[src/hw/rtl/sem_pkg.sv]
`timescale 1ns / 1ps
`default_nettype none
package sem_pkg;

  localparam int DEF_MAX_WIDTH  = 1024;
  localparam int DEF_MAX_HEIGHT = 1024;

  localparam int CFG_W    = 11;   // register width
  localparam int SIZE_W   = 13;   // holds sizes up to 4096
  localparam int PIX_W    = 8;
  localparam int COORD_W  = 10;

  localparam logic [0:0] REG_IMAGE_WIDTH  = 1'b0;
  localparam logic [0:0] REG_IMAGE_HEIGHT = 1'b1;

  localparam logic [CFG_W-1:0] RESET_WIDTH  = 11'd320;
  localparam logic [CFG_W-1:0] RESET_HEIGHT = 11'd240;

  // reciprocal of 3 for sums below 768: x*683 >> 11
  localparam logic [9:0] RECIP3     = 10'd683;
  localparam int         RECIP3_SH  = 11;

  typedef struct packed {
    logic [8:0][PIX_W-1:0] win;   // row-major, entry 3*a+b
    logic [COORD_W-1:0]    row;
    logic [COORD_W-1:0]    col;
    logic                  last;
  } work_t;

endpackage
`default_nettype wire

[src/hw/rtl/sem_queue.sv]
`timescale 1ns / 1ps
`default_nettype none
module sem_queue (
  input  wire logic           clk,
  input  wire logic           rst,
  input  sem_pkg::work_t      in_data,
  input  wire logic           push,
  output logic                in_ready,
  output sem_pkg::work_t      out_data,
  output logic                out_valid,
  input  wire logic           pop
);
  sem_pkg::work_t slots [2];
  logic       wp, rp;
  logic [1:0] count;

  assign in_ready  = (count != 2'd2);
  assign out_valid = (count != 2'd0);
  assign out_data  = slots[rp];

  always_ff @(posedge clk) begin
    if (push && in_ready) slots[wp] <= in_data;
  end

  always_ff @(posedge clk) begin
    if (rst) begin
      wp    <= 1'b0;
      rp    <= 1'b0;
      count <= 2'd0;
    end else begin
      if (push && in_ready) wp <= ~wp;
      if (pop && out_valid) rp <= ~rp;
      count <= count + 2'((push && in_ready) ? 1 : 0) - 2'((pop && out_valid) ? 1 : 0);
    end
  end
endmodule
`default_nettype wire

[config.mk]
export PLATFORM = sky130hd
export DESIGN_NAME = sem_queue
export DESIGN_NICKNAME = d
export VERILOG_FILES = /design/src/hw/rtl/sem_pkg.sv /design/src/hw/rtl/sem_queue.sv
export SDC_FILE = /design/constraint.sdc
export NUM_CORES = 1
export LEC_CHECK = 0
export BUFFER_PORTS_ARGS = -buffer_cell sky130_fd_sc_hd__buf_2
export CORE_UTILIZATION = 50
export CTS_CLUSTER_DIAMETER = 80
export DETAILED_ROUTE_END_ITERATION = 8
export PLACE_DENSITY = 0.74
export SLEW_MARGIN = 40
export SYNTH_ARGS = -nofsm -noshare
export SYNTH_HDL_FRONTEND = slang
export SYNTH_SLANG_ARGS = --single-unit
export TNS_END_PERCENT = 10
[constraint.sdc]
create_clock -name clk -period 7.2 [get_ports clk]
set_input_delay 2.16 -clock clk [delete_from_list [all_inputs] [get_ports clk]]
set_output_delay 2.16 -clock clk [all_outputs]
set_load 0.05 [all_outputs]
==> summary by stage <==
Finish
At the end of the flow, the number of nets in the layout was between 600 and 700. The final non-filler cell total is 711. The area growth from synthesis to layout is 23.7%.

The repair_antennas step left the layout with diodes totalling 0. The share of layout cells above drive strength 1 is between 60 and 70%. The combined flip-flop and latch cell area is ~5700 µm². The area of the multi-input gates is between 1000 and 1500 µm².

The number of fill cells is a little over 1000.

Route
The detailed-route wire length per cell is 17.5 µm. The via count is between 3000 and 4000. For this run, the detailed router's first-pass iteration total came to 4. In the routed layout, each cell is associated on average with a via count of just under 5. After detailed routing, the total wire length is between 10000 and 15000 µm. After detailed routing, the number of remaining DRC violations is 0. The detail route stage leaves a number of antenna-violating nets equal to 0. The detailed router finished its first iteration with around 160 violations.

Global routing
Summed over all layers, the global routing overflow is 0. The first global-routing pass estimated approximately 18000 µm of wire. The initial antenna violation count came to 0. The via count of the first global-routing pass is 3668.

The combined global-route utilization of all metal layers is 16.9%. Entering global routing, the biggest net connects 58 pins.

Logic synthesis
Summed over its instances, the top area cell type makes up between 70% and 80% of the synthesized netlist area. Synthesis produced ~310 cells. The synthesized netlist net count is roughly 410. The number of warnings issued by yosys is 0. The area of the mapped netlist is between 7000 and 8000 µm². The register bit total from synthesis is roughly 190. The portion of the post-synthesis area used by sequential elements is roughly four fifths. The number of distinct library cells after synthesis is 18.

Yosys attributes the largest share of cell area to sky130_fd_sc_hd__edfxtp_1 77%, sky130_fd_sc_hd__mux2_4 15%, sky130_fd_sc_hd__mux2_2 3.7%. The average cell area after synthesis is between 20 and 25 µm². The largest total area in the synthesized netlist belongs to sky130_fd_sc_hd__edfxtp_1.

Timing
The final-report max-slew violation count is 0. The maximum achievable frequency is about 220 MHz. Once routing completed, OpenROAD measured the worst setup slack at ~2.7 ns.

Setup violations remaining at the end of the flow were counted as 0. Between clock sinks in the finished design, the worst skew comes to approximately 0.0055 ns. The clock period minus worst slack is between 4 and 5 ns.

The normalized max-slew margin is about half. The total count of hold-check failures in the final report was 0. For the final routed database, the setup TNS stands at 0 ns. The final cycle utilization of the critical path is between 60 and 70%. For the pin with the worst max-slew slack, the measured transition is ~0.76 ns. Setup repair after global routing left no endpoint under its margin.

Setup path
The type of element capturing the critical path is a primary output. The worst flop-to-flop path startpoint is count[0]. The reg-to-reg setup timing slack is slightly below 5 ns. The worst register-to-register path has a depth of 5. The highest fanout seen on the critical path is 32.

STA puts the critical path data required time at 5.04 ns. At the worst endpoint, the arrival time is ~2.3 ns. The slowest cell on the critical path is sky130_fd_sc_hd__dfxtp_4. The startpoint type of the worst setup path is a flip-flop. The endpoint of the worst register-to-register path is slots[0][47]. Traced cell by cell, the critical path runs through buf_4, mux2_4, buf_2. On the worst path, the slowest cell contributes a delay of 0.69 ns. The classification of the worst setup path is flip-flop to primary output. The most critical setup path has its endpoint at out_data[82].

Clock tree
The clock input transition at the sequential cells of the worst setup and hold paths is 0.07 ns. The TritonCTS clock tree is done. In this run the clock root is driven by a sky130_fd_sc_hd__clkbuf_16. The number of levels in the clock H-tree is 4. In this run, CTS created clock tree buffers numbering 17. After clock tree synthesis, the setup repair step added 0 buffers.

CTS saw between 150 and 200 sinks. The clock reaches the later pin of the worst-skew pair after between 0.4 and 0.5 ns. The number of hold buffers added after CTS was 0.

Post-CTS repair changed the size of 0 cells. Counting along the longest clock path gives a buffer depth of 2.

Power
For this design the ratio of total power to cell area is 402 nW/µm². The share of total power dissipated in the clock network is between 20% and 30%. In this run, the combinational gates consume between 30% and 40% of the power.

The analysis attributes to net switching a power of 1.32 mW. Sequential cells account for between 40% and 50% of the total power. The switching power as a share of total power is between 30 and 40%. Summed over all cells, the static leakage comes to roughly 3.5 nW.

IR analysis of the VDD net gives a maximum drop of between 0.2 and 0.25 mV. Internal power comes to between 2 and 2.5 mW.

Hold path
The class of the worst hold path is flip-flop to flip-flop.

Flow run
Max-cap violations in this run came to 0.

Floorplan
The initial standard-cell utilization of the core is between 50% and 60%. The die covers approximately 15000 µm². The number of rows in the core area is between 40 and 50.

The die boundary height is ~120 µm. During I/O placement, the number of pins put on the boundary was 192. The floorplan step set the die width to between 100 and 150 µm. In this run the standard cell core region covers approximately 14000 µm².

Placed design
The placement-stage worst setup slack is 3.15 ns. In this run the tool buffered the top-level ports with between 150 and 200 buffer cells. After detailed placement, the design holds a cell count of about 680. The HPWL after detailed placement is 8500 µm. The final weighted congestion of routability-driven global placement is between 0.7 and 0.8.

Status
The run finished with clean final reports.
-- kinds of logic (layout without fill, tap and decap cells) --
logic type                 Yosys count  in the layout  share of synthesized area [%]
AOI/OAI and AO/OA                    1              1                          0.104
xor gates and xnor gates             3              3                          0.364
adders and majority gates            2              2                          0.347
buffers and inverters               11            229                           1.39
DFF                                191            191                           78.8
muxes                               94             94                           18.3
and+or+nand+nor                     11             11                          0.745
-- metrics by stage --
step	utilization (%)	cell area [µm²]	hold slack [ns]	total power, mW
final	63.9	8930	0.529	3.59
after global routing	63.9	8930	0.559	3.73
after CTS	63.9	8930	0.530	3.63
after detailed placement	59.8	8370	0.498	2.75
after global placement	59.7	8350	0.494	2.72
after floorplan	-	7220	0.481	2.53
-- worst min-delay path by stage --
| stage | start | to | depth (start not counted) |
|---|---|---|---|
| floorplan | rp | flip-flop | 2 |
| global placement | rp | rp | 2 |
| detailed placement | rp | flip-flop | 2 |
| CTS | rp | flip-flop | 2 |
| global route | rp | flip-flop | 2 |
| finish | rp | flip-flop | 2 |
-- sequential cells by signal, summed over array words and instances, names as in the netlist, named ones only --
register and count:
wp 1, count 2, rp 1, slots 186
-- cells in the final DEF (no fill, tap or decap), types with 2 or more instances in the layout --
master                       Yosys  final
sky130_fd_sc_hd__clkbuf_16       0     17
sky130_fd_sc_hd__mux2_4         70     70
sky130_fd_sc_hd__buf_2           2    191
sky130_fd_sc_hd__ha_1            2      2
sky130_fd_sc_hd__xnor2_1         2      2
sky130_fd_sc_hd__buf_4           1      4
sky130_fd_sc_hd__nor2_1          5      4
sky130_fd_sc_hd__clkinv_4        0      3
sky130_fd_sc_hd__mux2_2         24     24
sky130_fd_sc_hd__clkinvlp_4      0      4
sky130_fd_sc_hd__edfxtp_1      186    186
sky130_fd_sc_hd__clkinv_2        0      2
sky130_fd_sc_hd__nor2b_1         2      2
sky130_fd_sc_hd__inv_6           0      3
sky130_fd_sc_hd__dfxtp_1         5      4
-- metal layers --
layer	part of all wire, %	GRT usage (%)
met4	1.6	7.16
met3	8.2	5.48
met5	0	0
met1	40	20.2
met2	50	28.1
-- synth_stat cells (all sizes together) --
cell type,count
edfxtp,186
mux2,94
buf,10
dfxtp,5
nor2,5
ha,2
nor2b,2
xnor2,2
and3,1
inv,1
nand2,1
nand2b,1
o21a,1
or2,1
xor2,1
-- layout make-up --
cell class                 instances  share of cell area [%]
clock buffer                      18                    4.80
clock inverter                    14                    1.50
inverter                           1                  0.0420
multi-input combinational        111                    16.2
sequential                       191                    63.7
tap                              180                    2.52
timing repair buffer             196                    11.3
-- critical path, delay by kind of cell, from the launching register on --
kind	cells	cell delay, ns
mux	1	0.36
buf+inv	2	0.79
flops	1	0.69
-- power groups by stage --
stage	registers, mW	logic, mW	clock network, mW
after floorplan	1.47	1.06	0
after global placement	1.51	1.21	0
after detailed placement	1.49	1.26	0
after CTS	1.47	1.26	0.900
after global routing	1.48	1.30	0.945
final	1.46	1.25	0.882
Power figures use the tool's default switching activity.
