**src/hw/rtl/sem_pkg.sv**
```systemverilog
`timescale 1ns / 1ps
`default_nettype none
package sem_pkg;

  localparam int DEF_MAX_WIDTH  = 1024;
  localparam int DEF_MAX_HEIGHT = 1024;

  localparam int CFG_W    = 11;   // register width
  localparam int SIZE_W   = 13;   // holds sizes up to 4096
  localparam int PIX_W    = 8;
  localparam int COORD_W  = 10;

  localparam logic [0:0] REG_IMAGE_WIDTH  = 1'b0;
  localparam logic [0:0] REG_IMAGE_HEIGHT = 1'b1;

  localparam logic [CFG_W-1:0] RESET_WIDTH  = 11'd320;
  localparam logic [CFG_W-1:0] RESET_HEIGHT = 11'd240;

  // reciprocal of 3 for sums below 768: x*683 >> 11
  localparam logic [9:0] RECIP3     = 10'd683;
  localparam int         RECIP3_SH  = 11;

  typedef struct packed {
    logic [8:0][PIX_W-1:0] win;   // row-major, entry 3*a+b
    logic [COORD_W-1:0]    row;
    logic [COORD_W-1:0]    col;
    logic                  last;
  } work_t;

endpackage
`default_nettype wire

```
**src/hw/rtl/sem_if.sv**
```systemverilog
`timescale 1ns / 1ps
`default_nettype none


interface edge_if;
  logic       valid;
  logic       ready;
  logic [7:0] edge_magnitude;
  logic [9:0] center_row;
  logic [9:0] center_column;
  logic       last_of_frame;
  modport source (output valid, edge_magnitude, center_row, center_column, last_of_frame,
                  input ready);
  modport sink   (input valid, edge_magnitude, center_row, center_column, last_of_frame,
                  output ready);
endinterface
`default_nettype wire

```
**src/hw/rtl/sem_back.sv**
```systemverilog
`timescale 1ns / 1ps
`default_nettype none
module sem_back (
  input  wire logic       clk,
  input  wire logic       rst,
  input  sem_pkg::work_t  q_data,
  input  wire logic       q_valid,
  output logic            q_pop,
  edge_if.source          edges
);
  typedef enum logic [2:0] {S_IDLE, S_SQR, S_SUM, S_ROOT, S_OUT} state_t;
  state_t state;

  logic signed [11:0] gx, gy, gx_n, gy_n;
  logic [19:0] sqx, sqy;
  logic [20:0] total;
  logic [15:0] rem, res, bitv, trial;
  logic [2:0]  step;
  logic [9:0]  row, col;
  logic        last;

  function automatic logic signed [11:0] px(input logic [7:0] v);
    px = {4'b0000, v};
  endfunction

  always_comb begin
    gx_n = px(q_data.win[0]) - px(q_data.win[2]) + (px(q_data.win[3]) <<< 1)
         - (px(q_data.win[5]) <<< 1) + px(q_data.win[6]) - px(q_data.win[8]);
    gy_n = px(q_data.win[0]) + (px(q_data.win[1]) <<< 1) + px(q_data.win[2])
         - px(q_data.win[6]) - (px(q_data.win[7]) <<< 1) - px(q_data.win[8]);
  end

  assign q_pop = (state == S_IDLE) && q_valid;
  assign trial = res + bitv;

  assign edges.valid          = (state == S_OUT);
  assign edges.edge_magnitude = res[7:0];
  assign edges.center_row     = row;
  assign edges.center_column  = col;
  assign edges.last_of_frame  = last;

  always_ff @(posedge clk) begin
    if (rst) begin
      state <= S_IDLE;
    end else begin
      unique case (state)
        S_IDLE: begin
          if (q_valid) begin
            gx    <= gx_n;
            gy    <= gy_n;
            row   <= q_data.row;
            col   <= q_data.col;
            last  <= q_data.last;
            state <= S_SQR;
          end
        end
        S_SQR: begin
          sqx   <= 20'(gx * gx);
          sqy   <= 20'(gy * gy);
          state <= S_SUM;
        end
        S_SUM: begin
          total <= {1'b0, sqx} + {1'b0, sqy};
          state <= S_ROOT;
          rem   <= 16'(sqx + sqy);
          res   <= '0;
          bitv  <= 16'h4000;
          step  <= '0;
        end
        S_ROOT: begin
          // one result bit per cycle; a sum of 65536 or more saturates to 255 instead
          if (total[20:16] != 5'd0) begin
            res   <= 16'd255;
            state <= S_OUT;
          end else begin
            if (rem >= trial) begin
              rem <= rem - trial;
              res <= (res >> 1) + bitv;
            end else begin
              res <= res >> 1;
            end
            bitv <= bitv >> 2;
            step <= step + 1'b1;
            if (step == 3'd7) state <= S_OUT;
          end
        end
        S_OUT: begin
          if (edges.ready) state <= S_IDLE;
        end
        default: state <= S_IDLE;
      endcase
    end
  end
endmodule
`default_nettype wire

```
**src/flat_wrapper.sv**
```systemverilog
// flat-port wrapper written by rule: the top's interface ports become plain ports
module sem_back_flat 
  (clk, rst, q_data, q_valid, q_pop, edges_valid, edges_edge_magnitude, edges_center_row, edges_center_column, edges_last_of_frame, edges_ready);
  edge_if edges_i ();
  input  wire logic clk;
  input  wire logic rst;
  input  sem_pkg::work_t q_data;
  input  wire logic q_valid;
  output logic q_pop;
  output wire logic [$bits(edges_i.valid)-1:0] edges_valid;
  output wire logic [$bits(edges_i.edge_magnitude)-1:0] edges_edge_magnitude;
  output wire logic [$bits(edges_i.center_row)-1:0] edges_center_row;
  output wire logic [$bits(edges_i.center_column)-1:0] edges_center_column;
  output wire logic [$bits(edges_i.last_of_frame)-1:0] edges_last_of_frame;
  input wire logic [$bits(edges_i.ready)-1:0] edges_ready;
  assign edges_valid = edges_i.valid;
  assign edges_edge_magnitude = edges_i.edge_magnitude;
  assign edges_center_row = edges_i.center_row;
  assign edges_center_column = edges_i.center_column;
  assign edges_last_of_frame = edges_i.last_of_frame;
  assign edges_i.ready = edges_ready;
  sem_back u_core (.clk(clk), .rst(rst), .q_data(q_data), .q_valid(q_valid), .q_pop(q_pop), .edges(edges_i));
endmodule
```
**config.mk**
```make
export PLATFORM = sky130hd
export DESIGN_NAME = sem_back_flat
export DESIGN_NICKNAME = d
export VERILOG_FILES = /design/src/hw/rtl/sem_pkg.sv /design/src/hw/rtl/sem_if.sv /design/src/hw/rtl/sem_back.sv /design/src/flat_wrapper.sv
export SDC_FILE = /design/constraint.sdc
export NUM_CORES = 1
export LEC_CHECK = 0
export BUFFER_PORTS_ARGS = -buffer_cell sky130_fd_sc_hd__buf_2
export CORE_MARGIN = 3
export CORE_UTILIZATION = 62
export CTS_CLUSTER_SIZE = 12
export DETAILED_ROUTE_END_ITERATION = 7
export GPL_TIMING_DRIVEN = 0
export PLACE_DENSITY_LB_ADDON = 0.3
export SLEW_MARGIN = 5
export SYNTH_ARGS = -nofsm -noshare
export SYNTH_HDL_FRONTEND = slang
export SYNTH_SLANG_ARGS = --single-unit
```
**constraint.sdc**
```tcl
create_clock -name clk -period 6.9 [get_ports clk]
set_clock_uncertainty 0.2 [all_clocks]
set_input_delay 0.69 -clock clk [delete_from_list [all_inputs] [get_ports clk]]
set_output_delay 0.69 -clock clk [all_outputs]
set_load 0.02 [all_outputs]
```
==> run summary <==
status = finished, final reports clean
Final #Nets = 2481
Crit Path Category = reg -> reg
Final Max Slew Viols = 0
Yosys reg bits = 134
reg2reg path depth = 18
Total GRT Usage = 0.250
Core ar. = 0.0281 sq mm
worst rel slew slack = 0.339
Die Area = 0.0309 sq mm
worst path buffer plus inverter count = 6
synth cell count leaders = 439 x inv_1, 249 x fa_1, 199 x ha_1, 131 x edfxtp_1, 106 x nand2_1
Final period util = 0.881
post-route cell area = 0.0197 sq mm
Num CTS Buffers = 17
H-Tree Depth = 4
row cnt = 61
top post-synthesis cells by area = fa_1 28%, edfxtp_1 22%, ha_1 14%
Final Hold Vio Count = 0
Unique masters post-synth = 66
initial antenna violation count = 1
most instantiated library cell after synthesis = inv_1
largest net degree at the start of global routing = 30
Post-Syn Instances = 1792
number of global-route vias before repair = 13800
Routed Antenna Nets = 0
# IOs = 128
Chip Height = 176 um
# hold bufs at CTS = 0
Seq. cell area = 0.00399 sq mm
cell taking the most area after synthesis = fa_1
drt pass-1 iters = 5
slack of the worst reg-to-reg path = 820 ps
Crit path depth = 18
first-pass GRT wire length = 62300 um
Multi-input gate area = 0.0121 sq mm
drc violations = 0
Total Wirelength = 36200 um
grt total ovfl = 0
CP Cell Sequence = clkbuf_1 -> clkinv_1 -> nor2_1 -> fa_1 -> fa_1 -> inv_1 -> fa_1 -> inv_1 -> fa_1 -> inv_1 -> fa_1 -> inv_1 -> ha_1 -> a311oi_1 -> nand3_1 -> a31o_2 -> a21oi_1 -> xnor2_1
CP endpoint kind = flip-flop
routed vias = 12500
post-cts resize count = 0
Critical Path Max Stage Delay = 590 ps
Horiz. Die Dim = 176 um
Max FO, Critical Path = 10
crit path to = u_core.sqx[18]
setup_tns = 0 ps
share of cells above drive strength 1 = 0.105
clock sinks = 134
Max Root-Sink Buffers = 2
unrepaired setup endpoints after global routing = false
Worst Path Required = 6890 ps
Ys Warns = 0
WP data arrival = 6070 ps
Initial Utilization = 0.637
syn avg cell area = 9.99 sq um
later-pin clock latency in the skew report = 430 ps
Root Buffer Master = clkbuf_16
Slowest-stage cell, CP = fa_1
Reg2Reg Capture Point = u_core.sqx[18]
top_reg_cell synth = edfxtp_1
clock slew at reported path FFs = 80 ps
number of enable flip-flop cells after synthesis = 131
Worst path most repeated cell = fa_1
Largest delay share family, worst path = adder cells
FILL cells = 2122
Hold Crit Class = in -> reg
RD Place Congestion = 0.923
Cell Area, Placed = 0.0190 sq mm
Post-Syn Nets = 2337
routed len/inst = 15.5 um
P&R area growth vs syn = 9.93%
IO buf count = 119
R2R Path Start = u_core.gx[11]
minimum clock period = 6080 ps
post-synth top area share = 0.279
final setup vio count = 0
post-CTS setup buffer count = 0
final core utilization = 0.701
Detail Placement HPWL = 30200 um
max_cap viols = 0
share of the yosys chip area belonging to registers = 0.223
Worst Tran Pin Value = 978 ps
cell area after synthesis = 0.0179 sq mm
CP Launch Point = u_core.gx[11]
Max Freq = 0.164 GHz
Avg Vias per Cell = 5.37
Iteration-0 DRC Markers = 600
Post-synth ARST share = 0
element type at the critical path start = flip-flop
min-delay src = q_data[19]
CTS tree = yes
-- metal layers --
metal,global-route usage,up-vias,share of wire
li1,-,5954,-
met1,0.295,6155,0.40
met2,0.466,319,0.53
met3,0.0350,74,0.046
met4,0.0841,2,0.025
met5,0,-,0.00028
-- cell families after synthesis --
| family | count (synthesis) | share of synthesized area |
|---|---|---|
| AOI/OAI and AO/OA | 231 | 0.0874 |
| xor gates and xnor gates | 136 | 0.0666 |
| adders and majority gates | 448 | 0.418 |
| buffers and inverters | 480 | 0.103 |
| DFF | 134 | 0.223 |
| muxes | 7 | 0.00405 |
| and+or+nand+nor | 356 | 0.0986 |
-- worst register-to-register path, stage by stage (launching register included) --
cell      delay [ps]
edfxtp_1         340
clkbuf_1         340
clkinv_1         390
nor2_1           250
fa_1             470
fa_1             590
inv_1             70
fa_1             530
inv_1             60
fa_1             520
inv_1             50
fa_1             520
inv_1             40
ha_1             350
a311oi_1         410
nand3_1          190
a31o_2           280
a21oi_1          160
xnor2_1           80
-- worst min-delay path by stage --
| stage | slack [ps] | cells past startpoint | end |
|---|---|---|---|
| floorplan | 280 | 0 | u_core.sqx[0] |
| global placement | 350 | 1 | u_core.step[0] |
| detailed placement | 360 | 1 | u_core.step[0] |
| CTS | 210 | 1 | u_core.edges.center_row[5] |
| global route | 210 | 1 | u_core.edges.center_row[5] |
| finish | 230 | 1 | u_core.edges.center_row[8] |
-- layout make-up --
class / count / area share
clock buffer: 17 / 0.0216
tap: 378 / 0.0240
sequential: 134 / 0.203
inverter: 441 / 0.0841
multi-input combinational: 1178 / 0.614
buffer: 39 / 0.00916
timing repair buffer: 125 / 0.0332
antenna: 1 / 0.000127
clock inverter: 15 / 0.0104
-- metrics by stage --
| stage | setup slack (ps) | hold slack [ps] | instances |
|---|---|---|---|
| 2_1_floorplan | 1430 | 278 | 1792 |
| 3_3_place_gp | 0.0715 | 351 | 2289 |
| 3_5_place_dp | 913 | 364 | 2295 |
| 4_1_cts | 798 | 213 | 2327 |
| 5_1_grt | 528 | 212 | 2327 |
| 6_report | 818 | 227 | 2328 |
-- flip-flops by register name, indices dropped and copies added (netlist names) --
signal / count
u_core.sqy: 19
u_core.step: 3
u_core.state: 3
u_core.edges.center_row: 10
u_core.res: 16
u_core.rem: 16
u_core.gx: 12
u_core.bitv: 8
u_core.edges.last_of_frame: 1
u_core.total: 5
u_core.gy: 12
u_core.sqx: 19
u_core.edges.center_column: 10
-- placed cells by master, fill, tap and decap left out, types with 17 or more instances in the layout --
cell,count
a21oi_1,57
a21o_1,24
xor2_1,48
a31oi_1,17
and2_1,83
xnor2_1,88
inv_1,439
buf_2,122
nand2_1,106
nor2_1,79
o21ai_0,48
clkbuf_1,27
edfxtp_1,131
ha_1,199
fa_1,249
clkbuf_16,17
Power is left out: the tool's default activity adds up to more than one toggle a clock period on the data nets, which glitch-free logic cannot reach.
